===== src/rtl/mrde_pkg.sv =====
// Shared types and constants for the mini RISC decode/execute block.
`default_nettype none
package mrde_pkg;

  localparam int NUM_REGS_DEF   = 8;
  localparam int DATA_WIDTH_DEF = 32;
  localparam int QUEUE_DEPTH    = 2;

  localparam int INSTR_W = 16;
  localparam int IDX_W   = 3;
  localparam int IMM_W   = 6;
  localparam int VALUE_W = 32;
  localparam int OUT_W   = 40;

  localparam logic [3:0] OP_RTYPE = 4'd0;
  localparam logic [3:0] OP_ADDI  = 4'd4;
  localparam logic [3:0] OP_LW    = 4'd11;
  localparam logic [3:0] OP_SW    = 4'd15;
  localparam logic [3:0] OP_BEQ   = 4'd8;
  localparam logic [3:0] OP_J     = 4'd2;

  localparam logic [2:0] FN_ADD = 3'd0;
  localparam logic [2:0] FN_SUB = 3'd2;
  localparam logic [2:0] FN_OR  = 3'd4;
  localparam logic [2:0] FN_AND = 3'd5;

  localparam logic [2:0] ST_RTYPE   = 3'd0;
  localparam logic [2:0] ST_ADDI    = 3'd1;
  localparam logic [2:0] ST_FLAGGED = 3'd2;
  localparam logic [2:0] ST_BAD_OP  = 3'd3;
  localparam logic [2:0] ST_BAD_FN  = 3'd4;

  typedef enum logic [2:0] {
    K_ADD,
    K_SUB,
    K_OR,
    K_AND,
    K_ADDI,
    K_FLAG,
    K_BAD_OP,
    K_BAD_FN
  } kind_t;

  typedef struct packed {
    kind_t            kind;
    logic [IDX_W-1:0] rs;
    logic [IDX_W-1:0] rt;
    logic [IDX_W-1:0] dest;
    logic [IMM_W-1:0] imm;
  } dec_t;

endpackage
`default_nettype wire


===== src/rtl/mini_risc_decode_execute.sv =====
// Top level of the mini RISC decode/execute block.
// A beat passes through the queue, the read stage and the output register,
// one instruction per cycle unless stalled; the register file is written
// as the result is registered, and the read stage takes a forwarded value.
// Reset (rst_n low, synchronous): queue, stages and output empty,
// all registers read as zero.
`default_nettype none
module mini_risc_decode_execute #(
  parameter int NUM_REGS   = mrde_pkg::NUM_REGS_DEF,
  parameter int DATA_WIDTH = mrde_pkg::DATA_WIDTH_DEF
) (
  input  wire logic                         clk,
  input  wire logic                         rst_n,
  input  wire logic                         in_tvalid,
  output logic                              in_tready,
  input  wire logic [mrde_pkg::INSTR_W-1:0] in_tdata,   // instr[15:0]
  output logic                              out_tvalid,
  input  wire logic                         out_tready,
  // status[2:0], wrote[3], dest_reg[6:4], write_value[38:7], zero[39]
  output logic [mrde_pkg::OUT_W-1:0]        out_tdata
);
  import mrde_pkg::*;

  dec_t q_wdata, q_rdata;
  logic q_push, q_full, q_valid, q_pop;

  mrde_front u_front (
    .in_tvalid (in_tvalid),
    .in_tready (in_tready),
    .in_tdata  (in_tdata),
    .q_full    (q_full),
    .q_push    (q_push),
    .q_wdata   (q_wdata)
  );

  mrde_queue #(
    .DEPTH (QUEUE_DEPTH)
  ) u_queue (
    .clk   (clk),
    .rst_n (rst_n),
    .push  (q_push),
    .wdata (q_wdata),
    .full  (q_full),
    .valid (q_valid),
    .rdata (q_rdata),
    .pop   (q_pop)
  );

  mrde_back #(
    .NUM_REGS   (NUM_REGS),
    .DATA_WIDTH (DATA_WIDTH)
  ) u_back (
    .clk        (clk),
    .rst_n      (rst_n),
    .q_valid    (q_valid),
    .q_rdata    (q_rdata),
    .q_pop      (q_pop),
    .out_tvalid (out_tvalid),
    .out_tready (out_tready),
    .out_tdata  (out_tdata)
  );

endmodule
`default_nettype wire


===== src/rtl/mrde_front.sv =====
// Front end: accepts instruction beats and classifies them into decoded ops.
`default_nettype none
module mrde_front (
  input  wire logic                        in_tvalid,
  output logic                             in_tready,
  input  wire logic [mrde_pkg::INSTR_W-1:0] in_tdata,   // instr[15:0]
  input  wire logic                        q_full,
  output logic                             q_push,
  output mrde_pkg::dec_t                   q_wdata
);
  import mrde_pkg::*;

  logic [3:0] opcode;
  logic [2:0] funct;

  assign opcode    = in_tdata[15:12];
  assign funct     = in_tdata[2:0];
  assign in_tready = !q_full;
  assign q_push    = in_tvalid && !q_full;

  always_comb begin
    q_wdata.rs   = in_tdata[11:9];
    q_wdata.rt   = in_tdata[8:6];
    q_wdata.imm  = in_tdata[5:0];
    q_wdata.dest = in_tdata[5:3];
    q_wdata.kind = K_BAD_OP;
    case (opcode)
      OP_RTYPE: begin
        case (funct)
          FN_ADD:  q_wdata.kind = K_ADD;
          FN_SUB:  q_wdata.kind = K_SUB;
          FN_OR:   q_wdata.kind = K_OR;
          FN_AND:  q_wdata.kind = K_AND;
          default: q_wdata.kind = K_BAD_FN;
        endcase
      end
      OP_ADDI: begin
        q_wdata.kind = K_ADDI;
        q_wdata.dest = in_tdata[8:6];
      end
      OP_LW, OP_SW, OP_BEQ, OP_J: q_wdata.kind = K_FLAG;
      default: q_wdata.kind = K_BAD_OP;
    endcase
  end

endmodule
`default_nettype wire


===== src/rtl/mrde_queue.sv =====
// Short queue of decoded ops between front and back ends.
`default_nettype none
module mrde_queue #(
  parameter int DEPTH = mrde_pkg::QUEUE_DEPTH
) (
  input  wire logic           clk,
  input  wire logic           rst_n,
  input  wire logic           push,
  input  wire mrde_pkg::dec_t wdata,
  output logic                full,
  output logic                valid,
  output mrde_pkg::dec_t      rdata,
  input  wire logic           pop
);
  import mrde_pkg::*;

  localparam int PTR_W = (DEPTH > 1) ? $clog2(DEPTH) : 1;
  localparam int CNT_W = $clog2(DEPTH + 1);

  dec_t             mem_r [DEPTH];
  logic [PTR_W-1:0] wr_ptr_r, wr_ptr_nxt;
  logic [PTR_W-1:0] rd_ptr_r, rd_ptr_nxt;
  logic [CNT_W-1:0] cnt_r, cnt_nxt;
  logic             do_push, do_pop;

  assign full    = (cnt_r == CNT_W'(DEPTH));
  assign valid   = (cnt_r != '0);
  assign rdata   = mem_r[rd_ptr_r];
  assign do_push = push && !full;
  assign do_pop  = pop && valid;

  always_comb begin
    wr_ptr_nxt = wr_ptr_r;
    rd_ptr_nxt = rd_ptr_r;
    cnt_nxt    = cnt_r;
    if (do_push) begin
      wr_ptr_nxt = (wr_ptr_r == PTR_W'(DEPTH - 1)) ? '0 : wr_ptr_r + 1'b1;
    end
    if (do_pop) begin
      rd_ptr_nxt = (rd_ptr_r == PTR_W'(DEPTH - 1)) ? '0 : rd_ptr_r + 1'b1;
    end
    if (do_push && !do_pop) begin
      cnt_nxt = cnt_r + 1'b1;
    end else if (do_pop && !do_push) begin
      cnt_nxt = cnt_r - 1'b1;
    end
  end

  always_ff @(posedge clk) begin
    if (!rst_n) begin
      wr_ptr_r <= '0;
      rd_ptr_r <= '0;
      cnt_r    <= '0;
    end else begin
      wr_ptr_r <= wr_ptr_nxt;
      rd_ptr_r <= rd_ptr_nxt;
      cnt_r    <= cnt_nxt;
    end
  end

  always_ff @(posedge clk) begin
    if (do_push) begin
      mem_r[wr_ptr_r] <= wdata;
    end
  end

endmodule
`default_nettype wire


===== src/rtl/mrde_back.sv =====
// Back end: register read, ALU, writeback and output register.
`default_nettype none
module mrde_back #(
  parameter int NUM_REGS   = mrde_pkg::NUM_REGS_DEF,
  parameter int DATA_WIDTH = mrde_pkg::DATA_WIDTH_DEF
) (
  input  wire logic                      clk,
  input  wire logic                      rst_n,
  input  wire logic                      q_valid,
  input  wire mrde_pkg::dec_t            q_rdata,
  output logic                           q_pop,
  output logic                           out_tvalid,
  input  wire logic                      out_tready,
  output logic [mrde_pkg::OUT_W-1:0]     out_tdata
);
  import mrde_pkg::*;

  localparam int REG_AW = $clog2(NUM_REGS);

  logic [DATA_WIDTH-1:0] rf_r [NUM_REGS];
  logic [NUM_REGS-1:0]   rf_vld_r;

  logic                  s1_valid_r, s1_valid_nxt;
  dec_t                  s1_op_r;
  logic [DATA_WIDTH-1:0] a_r, b_r;

  logic                  out_valid_r, out_valid_nxt;
  logic [2:0]            status_r;
  logic                  wrote_r;
  logic [IDX_W-1:0]      dest_r;
  logic [VALUE_W-1:0]    value_r;

  logic                  fire, s1_load, wr_en, fwd_a, fwd_b;
  logic [DATA_WIDTH-1:0] res;
  logic [2:0]            status;
  logic [REG_AW-1:0]     wr_idx, rs_idx, rt_idx;

  assign fire    = s1_valid_r && (!out_valid_r || out_tready);
  assign s1_load = q_valid && (!s1_valid_r || fire);
  assign q_pop   = s1_load;
  assign wr_idx  = s1_op_r.dest[REG_AW-1:0];
  assign rs_idx  = q_rdata.rs[REG_AW-1:0];
  assign rt_idx  = q_rdata.rt[REG_AW-1:0];
  assign fwd_a   = fire && wr_en && (wr_idx == rs_idx);
  assign fwd_b   = fire && wr_en && (wr_idx == rt_idx);

  always_comb begin
    res    = '0;
    wr_en  = 1'b0;
    status = ST_BAD_OP;
    case (s1_op_r.kind)
      K_ADD: begin
        res = a_r + b_r; wr_en = 1'b1; status = ST_RTYPE;
      end
      K_SUB: begin
        res = a_r - b_r; wr_en = 1'b1; status = ST_RTYPE;
      end
      K_OR: begin
        res = a_r | b_r; wr_en = 1'b1; status = ST_RTYPE;
      end
      K_AND: begin
        res = a_r & b_r; wr_en = 1'b1; status = ST_RTYPE;
      end
      K_ADDI: begin
        res = a_r + DATA_WIDTH'(s1_op_r.imm); wr_en = 1'b1; status = ST_ADDI;
      end
      K_FLAG:   status = ST_FLAGGED;
      K_BAD_FN: status = ST_BAD_FN;
      default:  status = ST_BAD_OP;
    endcase
  end

  always_comb begin
    s1_valid_nxt = s1_valid_r;
    if (s1_load) begin
      s1_valid_nxt = 1'b1;
    end else if (fire) begin
      s1_valid_nxt = 1'b0;
    end
    out_valid_nxt = out_valid_r;
    if (fire) begin
      out_valid_nxt = 1'b1;
    end else if (out_tready) begin
      out_valid_nxt = 1'b0;
    end
  end

  always_ff @(posedge clk) begin
    if (!rst_n) begin
      s1_valid_r  <= 1'b0;
      out_valid_r <= 1'b0;
      rf_vld_r    <= '0;
    end else begin
      s1_valid_r  <= s1_valid_nxt;
      out_valid_r <= out_valid_nxt;
      if (fire && wr_en) begin
        rf_vld_r[wr_idx] <= 1'b1;
      end
    end
  end

  always_ff @(posedge clk) begin
    if (fire && wr_en) begin
      rf_r[wr_idx] <= res;
    end
    if (s1_load) begin
      s1_op_r <= q_rdata;
      a_r     <= fwd_a ? res : (rf_vld_r[rs_idx] ? rf_r[rs_idx] : '0);
      b_r     <= fwd_b ? res : (rf_vld_r[rt_idx] ? rf_r[rt_idx] : '0);
    end
    if (fire) begin
      status_r <= status;
      wrote_r  <= wr_en;
      dest_r   <= wr_en ? s1_op_r.dest : '0;
      value_r  <= wr_en ? VALUE_W'(res) : '0;
    end
  end

  assign out_tvalid = out_valid_r;
  assign out_tdata  = {1'b0, value_r, dest_r, wrote_r, status_r};

endmodule
`default_nettype wire


===== config.mk =====
export PLATFORM = sky130hd
export DESIGN_NAME = mini_risc_decode_execute
export DESIGN_NICKNAME = d
export VERILOG_FILES = /design/src/rtl/mrde_pkg.sv /design/src/rtl/mini_risc_decode_execute.sv /design/src/rtl/mrde_front.sv /design/src/rtl/mrde_queue.sv /design/src/rtl/mrde_back.sv
export SDC_FILE = /design/constraint.sdc
export NUM_CORES = 1
export LEC_CHECK = 0
export BUFFER_PORTS_ARGS = -buffer_cell sky130_fd_sc_hd__buf_2
export CAP_MARGIN = 20
export CORE_MARGIN = 1
export CORE_UTILIZATION = 49
export DETAILED_ROUTE_END_ITERATION = 10
export HOLD_SLACK_MARGIN = 0.03
export PLACE_DENSITY = 0.78
export REMOVE_ABC_BUFFERS = 1
export SLEW_MARGIN = 30
export SYNTH_ARGS = -nofsm -noshare
export SYNTH_HDL_FRONTEND = slang
export SYNTH_HIERARCHICAL = 1
export SYNTH_SLANG_ARGS = --single-unit

===== constraint.sdc =====
create_clock -name clk -period 9.5 [get_ports clk]
set_clock_uncertainty 0.2 [all_clocks]
set_input_delay 1.425 -clock clk [delete_from_list [all_inputs] [get_ports clk]]
set_output_delay 1.425 -clock clk [all_outputs]
set_load 0.01 [all_outputs]

* After elaboration in Yosys (flattened, before gate mapping)
Memories as Yosys holds them, arrays and structs flattened. A register that Yosys moved wholly into a read port is not among the register bits.
Index checks and enable logic that the tools add are counted.
** Cells by class
- Add/subtract/negate cells :: 7
- Magnitude comparators :: 4
- Eq/ne operators :: 17
- Mux-type cells :: 30
- Bitwise logic cells :: 3
- Reduce and logical (&&, ||, !) cells :: 28
** Operators with widths (count)
- 32-bit one-hot mux with 5 select lines :: 1
- 32-bit two-way mux :: 4
- 32-bit adder :: 1
- 32-bit by 6-bit adder with 32-bit output :: 1
- 32-bit bitwise AND :: 1
- 32-bit OR :: 1
- 32-bit subtractor :: 1
- 3-bit one-hot mux with 4 select lines :: 2
- 1-bit two-way mux :: 16
- 3-bit equality test (second input constant) :: 5
- 4-bit equality test (second input constant) :: 3
- 3-bit by 4-bit less-than comparator with 1-bit output (second input constant) :: 3
- 1-bit logical AND :: 11
- 3-bit by 2-bit equality test with 1-bit output (second input constant) :: 3
- 3-bit one-hot mux with 3 select lines :: 1
- 8-bit OR :: 1
- 2-bit nonzero test :: 4
- 4-bit OR reduction :: 2
- 1-bit binary-select mux with 3-bit select :: 2
- 3-bit equality test :: 2
- 3-bit logical NOT :: 2
- 1-bit logical NOT :: 5
- 5-bit OR reduction :: 1
- 4-bit by 2-bit equality test with 1-bit output (second input constant) :: 1
- 12 further kinds :: 15
** Storage, ports and cells
- Register bits :: 129
- Memory bits (writable) :: 292
- Input bits :: 20
- Output and inout port bits :: 42
- Word-level logic and storage cells :: 106
- Memories kept :: 2
** Memory list
- u_back.rf_r :: depth 8, width 32, rd ports 2, clocked after Yosys merged registers in 0, write ports 1, line mrde_back.sv:20 : logic [DATA_WIDTH-1:0] rf_r [NUM_REGS];
- u_queue.mem_r :: depth 2, width 18, rd ports 1, clocked after Yosys merged registers in 1, write ports 1, line mrde_queue.sv:20 : dec_t mem_r [DEPTH];

* Longest topological paths before layout
Gate-level depths: netlist (run 1).
- Depth in word-level cells :: 9
- Mapped depth :: 18
- Depth with buffers taken out :: 18

* Hierarchy
The synthesis (run 1) kept the hierarchy.
** By module, submodules not included
- mrde_back :: instances 1, cells an instance 1376, area each 19932.9 um2, sequential area each 11340.9 um2
- mrde_queue :: instances 1, cells an instance 81, area each 1532.7 um2, sequential area each 1181.1 um2
- mrde_front :: instances 1, cells an instance 29, area each 229.0 um2, sequential area each 0.0 um2

* Worst setup path before layout (run 1)
OpenSTA, ideal clock, no wires.
- Path type :: input -> register
- Start :: input port out_tready
- End :: register u_queue.cnt_r[1]
- Arrival :: 8.843 ns
- Data required time :: 9.230 ns
- Setup slack :: 0.387 ns
- Stages on the path :: 7
- Buffers on the path :: 0
- Cells stage by stage :: nor2b_1 -> a21boi_0 -> o21ai_1 -> ha_1 -> xor2_1 -> or3_1 -> a21boi_1
** On the way
- Longest elaborated chain between the ends :: 8
- Elaborated cells on any way between the ends :: 10
- Classes of those cells :: 1 x mux; 9 x reduce/logical
** RTL lines
- start, declared :: line mini_risc_decode_execute.sv:18 : input wire logic out_tready,
- 1-bit logical OR (*) :: line mrde_back.sv:38 : assign fire = s1_valid_r && (!out_valid_r || out_tready);
- 1-bit logical AND (*) :: line mrde_back.sv:38
- 1-bit logical OR (*) :: line mrde_back.sv:39 : assign s1_load = q_valid && (!s1_valid_r || fire);
- 1-bit logical AND (*) :: line mrde_back.sv:39
- named net q_pop :: line mini_risc_decode_execute.sv:25 : logic q_push, q_full, q_valid, q_pop;
- 1-bit logical AND (*) :: line mrde_queue.sv:30 : assign do_pop = pop && valid;
- 1-bit logical NOT :: line mrde_queue.sv:42 : if (do_push && !do_pop) begin
- 1-bit logical AND :: line mrde_queue.sv:42
- 2-bit two-way mux / 2-bit nonzero test (equally long branches)
- end signal, assigned :: line mrde_queue.sv:57 : cnt_r <= cnt_nxt;
- end, declared :: line mrde_queue.sv:23 : logic [CNT_W-1:0] cnt_r, cnt_nxt;
The timed path passes the listed nets; every way through them passes the cells marked *.
A chain may end at the register's enable or synchronous reset.

* Worst setup path in the final report (run 1)
- Start :: register u_back/s1_op_r[16] (netlist name)
- End :: memory u_back/rf_r[2][30] (netlist name) (data pin)
** On the way
- Longest elaborated chain between the ends :: 2
- Elaborated cells on any way between the ends :: 6
- Classes of those cells :: 4 x eq/ne; 1 x mux; 1 x reduce/logical
** RTL lines
- start, declared :: line mrde_back.sv:24 : dec_t s1_op_r;
- start signal, assigned :: line mrde_back.sv:107 : s1_op_r <= q_rdata;
- 3-bit equality test, or another cell as far along :: line mrde_back.sv:51 : case (s1_op_r.kind)
- 32-bit one-hot mux with 5 select lines (*) :: line mrde_back.sv:51
- named net u_back.res[30] :: line mrde_back.sv:34 : logic [DATA_WIDTH-1:0] res;
- end, declared :: line mrde_back.sv:20
Marks and branches as above.

==> results of run 1 <==
-- path summary, 6_finish.rpt --
path                 startpoint            endpoint  slack (ns)  cells after the start
max          u_back/s1_op_r[16]  u_back/rf_r[2][30]        3.74                     14
min reg2reg  u_back/rf_vld_r[1]  u_back/rf_vld_r[1]        0.29                      1
max reg2reg  u_back/s1_op_r[16]  u_back/rf_r[2][30]        3.74                     14
min          u_back/rf_vld_r[1]  u_back/rf_vld_r[1]        0.29                      1
-- sequential cells by signal, indices dropped and copies added, names as in the netlist, named ones only --
register,flops
u_back/a_r,32
u_back/b_r,32
u_back/dest_r,3
u_back/out_tvalid,1
u_back/rf_r,256
u_back/rf_vld_r,8
u_back/s1_op_r,9
u_back/s1_valid_r,1
u_back/status_r,3
u_back/value_r,32
u_back/wr_idx,3
u_back/wrote_r,1
u_queue/cnt_r,2
u_queue/mem_r,36
u_queue/rd_ptr_r,1
u_queue/wr_ptr_r,1
-- worst register-to-register path, delay by kind of cell, from the launching register on --
family,cells,cell delay (ns)
DFF,1,0.32
AOI/OAI and AO/OA,7,2.57
xor gates and xnor gates,1,0.17
and+or+nand+nor,3,0.81
buffers and inverters,2,1.01
adders and majority gates,1,0.37
-- metrics by stage --
step                setup slack (ns)  power, mW
floorplan                      0.387       6.50
global placement                3.75       7.66
detailed placement              3.57       7.77
CTS                             3.51       9.41
global route                    3.18       9.99
finish                          3.74       9.44
-- power by group --
group          internal (mW)  switching (mW)
clock network          0.918           0.698
logic                   1.79            2.88
registers               2.87           0.276
-- final cells by class --
| cell class | instances | area, um2 | area share [%] |
|---|---|---|---|
| Sequential cell | 422 | 12500 | 52.3 |
| Multi-Input combinational cell | 897 | 8530 | 35.6 |
| Clock buffer | 55 | 1120 | 4.68 |
| Tap cell | 585 | 732 | 3.06 |
| Timing Repair Buffer | 96 | 582 | 2.43 |
| Inverter | 69 | 259 | 1.08 |
| Clock inverter | 23 | 198 | 0.826 |
-- routing by layer --
metal | track usage [%] | up-vias
li1 | - | 5990
met1 | 33.0 | 6820
met2 | 37.6 | 602
met3 | 3.60 | 111
met4 | 8.09 | 0
met5 | 0 | -
-- cells by family after synthesis --
group,after synthesis,share of synthesized area (%)
buffers and inverters,167,3.30
other,1,0.0173
multiplexers,225,18.1
AO/OA/AOI/OAI,291,8.79
XOR/XNOR,58,2.38
AND/OR/NAND/NOR,257,6.14
flip-flops,422,57.7
adder cells (fa/ha/maj),65,3.52
-- placed cells by master (no fill, tap or decap), types with 21 or more instances in the layout --
master	n
xnor2_1	30
o21ai_0	40
edfxtp_1	407
maj3_1	23
a21oi_1	60
nand2_1	51
buf_2	60
mux2i_1	69
xor2_1	27
clkbuf_16	43
nand3_1	21
buf_4	33
ha_1	41
inv_1	66
nor2_1	70
mux4_2	132
o22ai_1	60
mux2_2	22
==> metrics.md, run 1 <==
| Metric | Value |
|---|---|
| Critical path's largest stage delay | 0.74 ns |
| Cells after synthesis | 1486 |
| Worst-case clock buffer depth | 3 |
| Post-cts hold buffer count | 0 |
| Iter 0 DRT Violations | 1345 |
| Tcrit/Tclk final | 60.6% |
| Slew @ Worst Pin | 0.934 ns |
| Number of max-cap violations | 0 |
| Worst setup path category | flip-flop to flip-flop |
| CTS resizes | 0 |
| Max Clk Rate | 174 MHz |
| Setup violators final | 0 |
| Crit. End Element | flip-flop |
| VDD IR-drop max | 0.000206 V |
| Via density | 6.30 |
| Clock Root Buffer | clkbuf_16 |
| Placed Cells | 2069 |
| Critical path required time | 9.57 ns |
| P_leak | 8.56 nW |
| Worst skew pair latency | 0.58 ns |
| Pwr dens | 394 nW/um2 |
| GRT Overall Usage | 23.5% |
| Number of synthesis warnings | 6 |
| Arrival time at the worst endpoint | 5.82 ns |
| Critical Path Fanout Max | 43 |
| Met3 wire len | 4000 um |
| Nets | 1591 |
| Share of layout cells above drive strength 1 | 21.7% |
| Drt total wl | 51500 um |
| Sequential area share after synthesis | 57.7% |
| DIE AREA | 45100 um2 |
| Chip Height | 212 um |
| Avg Inst Size Synth | 14.6 um2 |
| TritonCTS Buffers | 43 |
| Endpoints failing hold | 0 |
| Overflow after GRT | 0 |
| Layout area overhead | 10.4% |
| Number of diodes | 0 |
| Routed length on met1 | 21500 um |
| Worst Setup Start Kind | flip-flop |
| Fill cell count | 3448 |
| Rel. slew slack | 37.5% |
| CTS clk-pin slew, worst paths | 0.06 ns |
| CTS Sinks | 422 |
| Initial antenna violation count | 0 |
| Total number of vias | 13500 |
| Top cells by area, synth | edfxtp_1 (56%), mux4_2 (14%), mux2i_1 (3.2%) |
| Worst Hold Slack | 0.287 ns |
| Die X | 212 um |
| Most common cell in the netlist | edfxtp_1 |
| Drt first pass iters | 9 |
| Met2 Wirelength | 24600 um |
| Core ar. | 43400 um2 |
| Highest-delay cell along the critical path | o311ai_1 |
| # H-tree levels | 2 |
| Highest routed layer | met4 |
| RSZ-0062 raised after global routing | false |
| Synth area leader | edfxtp_1 |
| Ports | 62 |
| Placed Area | 22600 um2 |
| TritonCTS clock tree | built |
| Netlist Area Pre-Place | 21700 um2 |
| Ys flop type | edfxtp_1 |
| DR DRC count | 0 |
| Fin crit period | 5.76 ns |
| Placement Rows | 76 |
| Post-layout util | 55.2% |
| Critical path cell sequence | buf_4 -> clkinv_1 -> nand2_1 -> a21oi_1 -> xnor2_1 -> nor2_1 -> ha_1 -> nand2_1 -> o21ai_1 -> a2111oi_0 -> a21oi_1 -> o31ai_1 -> a211oi_2 -> o311ai_1 |
| IO Port Bufs | 60 |
| Setup bufs post-CTS | 0 |
| List of most frequent post-synthesis cells | edfxtp_1 (407), mux4_2 (132), nor2_1 (74) |
| #FFs+latches synth | 422 |
| Post-synth ARST share | 0% |
| Finished Layout Cells | 2147 |
| Worst path bufs/invs | 2 |
| Gp weighted congestion | 0.959 |
| DP HPWL | 32500 um |
| Setup_tns | 0 ns |
| Top-area cell type share of the netlist area | 56.3% |
| Antenna-violating nets left | 0 |
| Vias in the first global route | 13600 |
| Initial core utilization | 50.0% |
| Post-synth EDFFs | 407 |
| Count of pins over their slew limit | 0 |
| Top delay family on crit path | compound AO/OA/AOI/OAI gates |
| Hold Crit Class | flip-flop to flip-flop |
| Pin count of the biggest net entering global routing | 78 |
| Outcome | completed |
| Synth unique cells | 83 |
| Post-route cell area | 23900 um2 |
| First-pass GRT wire length | 79000 um |
| Wire per inst | 24.0 um |
(Power assumes the default switching activity.)
==> inputs of run 2 (changes only) <==
--- a/config.mk
+++ b/config.mk
@@ -11,7 +11,7 @@
 export CORE_UTILIZATION = 49
 export DETAILED_ROUTE_END_ITERATION = 10
 export HOLD_SLACK_MARGIN = 0.03
-export PLACE_DENSITY = 0.78
+export PLACE_DENSITY = 0.75
 export REMOVE_ABC_BUFFERS = 1
 export SLEW_MARGIN = 30
 export SYNTH_ARGS = -nofsm -noshare
==> constraint.sdc (replaced) <==
create_clock -name clk -period 5.5 [get_ports clk]
set_clock_uncertainty 0.2 [all_clocks]
set_input_delay 0.825 -clock clk [delete_from_list [all_inputs] [get_ports clk]]
set_output_delay 0.825 -clock clk [all_outputs]
set_load 0.01 [all_outputs]
==> run 2 against run 1 <==
Cell area rose by 0.75%; count of clock-buffer cells in the layout did not move; maximum frequency rose by 13%; total power rose by 75%; core utilization rose by 0.42 points; sequential power rose by 72%; first-iteration DRC count fell by 0.52%; critical endpoint is now u_back/rf_r[1][31].
==> metrics.md, run 2 (synthesis results as in run 1) <==
| Metric | Value |
|---|---|
| Highest routed layer | met4 |
| Outcome | completed |
| First-pass GRT wire length | 80100 um (+1.3%) |
| Antenna-violating nets left | 0 (unchanged) |
| Critical Path Fanout Max | 8 (-81%) |
| Post-Place Setup Slack | 0.239 ns (-3.33 ns) |
| Drt first pass iters | 5 (-4) |
| Iter 0 DRT Violations | 1338 (-0.52%) |
| Arrival time at the worst endpoint | 5.18 ns (-0.64 ns) |
| Chip Height | 212 um (unchanged) |
| Top reg by flops | u_back/rf_r |
| Core ar. | 43400 um2 (unchanged) |
| Setup bufs post-CTS | 0 (unchanged) |
| Wire per inst | 24.5 um (+2.2%) |
| Worst path bufs/invs | 0 (-2) |
| Critical path's largest stage delay | 0.49 ns (-0.25 ns) |
| Highest-delay cell along the critical path | or3_1 |
| Count of pins over their slew limit | 0 (unchanged) |
| DIE AREA | 45100 um2 (unchanged) |
| Worst skew pair latency | 0.58 ns (about the same) |
| Biggest registers after layout | u_back/rf_r (256), u_queue/mem_r (36) |
| Number of diodes | 0 (unchanged) |
| Worst Hold Slack | 0.240 ns (-0.0467 ns) |
| Drt total wl | 52900 um (+2.8%) |
| Setup_tns | 0 ns (unchanged) |
| Max Clk Rate | 196 MHz (+13%) |
| Initial core utilization | 50.0% (unchanged) |
| Crit. End Element | flip-flop |
| Placement Rows | 76 (unchanged) |
| Pin count of the biggest net entering global routing | 77 (-1.3%) |
| Critical path required time | 5.57 ns (-4.00 ns) |
| Total number of vias | 13500 (-0.059%) |
| Worst-case clock buffer depth | 3 (unchanged) |
| VDD IR-drop max | 0.000311 V (+51%) |
| Worst setup path category | flip-flop to flip-flop |
| GRT Overall Usage | 23.9% (+0.39 points) |
| CTS clk-pin slew, worst paths | 0.06 ns (about the same) |
| Overflow after GRT | 0 (unchanged) |
| Endpoints failing hold | 0 (unchanged) |
| Number of max-cap violations | 0 (unchanged) |
| Top delay family on crit path | simple AND/OR/NAND/NOR gates |
| Most frequent cells in the layout | edfxtp_1 (407), mux4_2 (132), nor2_1 (69), mux2i_1 (69), inv_1 (66) |
| Tcrit/Tclk final | 92.9% (+32 points) |
| Slew @ Worst Pin | 0.890 ns (-0.0442 ns) |
| TritonCTS clock tree | built |
| Rel. slew slack | 40.7% (+3.2 points) |
| DR DRC count | 0 (unchanged) |
| Pwr dens | 684 nW/um2 (+74%) |
| Hold Crit Class | primary input to flip-flop |
| TritonCTS Buffers | 43 (unchanged) |
| Nets | 1602 (+0.69%) |
| RSZ-0062 raised after global routing | false |
| CTS Sinks | 422 (unchanged) |
| Vias in the first global route | 13500 (-0.68%) |
| # H-tree levels | 2 (unchanged) |
| Setup ws final | 0.392 ns (-3.35 ns) |
| Max reg flops | 256 (unchanged) |
| IO Port Bufs | 60 (unchanged) |
| DP HPWL | 32900 um (+1.2%) |
| Routed length on met1 | 22700 um (+5.9%) |
| Worst Setup Start Kind | flip-flop |
| Critical path cell sequence | nor4_2 -> nand4_1 -> nor4_2 -> nand3b_1 -> nor2_2 -> a21oi_1 -> xnor2_1 -> nor2_1 -> ha_1 -> a21o_1 -> a21o_1 -> a21o_1 -> a21o_1 -> a21oi_1 -> o2111ai_2 -> and4_1 -> or3_1 |
| Commonest non-fill, non-tap cell in the layout | edfxtp_1 |
| Met2 Wirelength | 25600 um (+4.1%) |
| Via density | 6.26 (-0.61%) |
| Met3 wire len | 3250 um (-19%) |
| Layout area overhead | 11.2% |
| P_leak | 8.63 nW (+0.78%) |
| Ports | 62 (unchanged) |
| Setup violators final | 0 (unchanged) |
| Initial antenna violation count | 1 (+1) |
| Die X | 212 um (unchanged) |
| Gp weighted congestion | 0.970 (+1.1%) |
| Fin crit period | 5.11 ns (-0.649 ns) |
| Share of layout cells above drive strength 1 | 22.7% (+1.0 points) |
| Clock Root Buffer | clkbuf_16 |
| Most frequent CP cell | a21o_1 |
==> run 2: metal layers <==
| metal | vias up | global-route usage (%) |
|---|---|---|
| met2 | 468 | 39.1 |
| met3 | 90 | 3.35 |
| li1 | 6004 | - |
| met1 | 6953 | 33.0 |
| met5 | - | 0 |
| met4 | 0 | 8.14 |
==> run 2: what timing repair did <==
item	in CTS	in global routing
hold endpoints to repair	0	0
gates resized for setup	0	4
setup endpoints to repair	0	17
hold buffers	0	0
==> run 2: per-stage QoR <==
stage	power, mW	std cells	utilization [%]	cell area (um2)
floorplan	10.3	1388	-	21200
global placement	13.4	2080	52.5	22800
detailed placement	13.6	2080	52.5	22800
CTS	16.5	2159	55.6	24100
global route	17.4	2159	55.6	24100
finish	16.5	2159	55.6	24100
==> run 2: power by group <==
group          total [mW]  leakage (nW)  internal (mW)  switching (mW)
Combinational        8.26          4.07           3.22            5.04
Sequential           5.43          3.91           4.97           0.460
Clock                2.82         0.642           1.60            1.22
Total                16.5          8.63           9.79            6.72
==> run 2: layout make-up <==
cell class | count | area [um2]
inverter | 69 | 259
multi-input combinational | 897 | 8570
clock buffer | 55 | 1120
tap | 585 | 732
clock inverter | 24 | 221
fill | 3496 | 19200
sequential | 422 | 12500
timing repair buffer | 107 | 698
==> run 2: worst paths after layout <==
kind / from / endpoint / slack [ns] / cells after the start
max: u_back/b_r[5] / u_back/rf_r[1][31] / 0.39 / 17
min: in_tdata[11] / u_queue/mem_r[0][14] / 0.24 / 1
max reg2reg: u_back/b_r[5] / u_back/rf_r[1][31] / 0.39 / 17
min reg2reg: u_back/rf_vld_r[4] / u_back/rf_vld_r[4] / 0.29 / 1
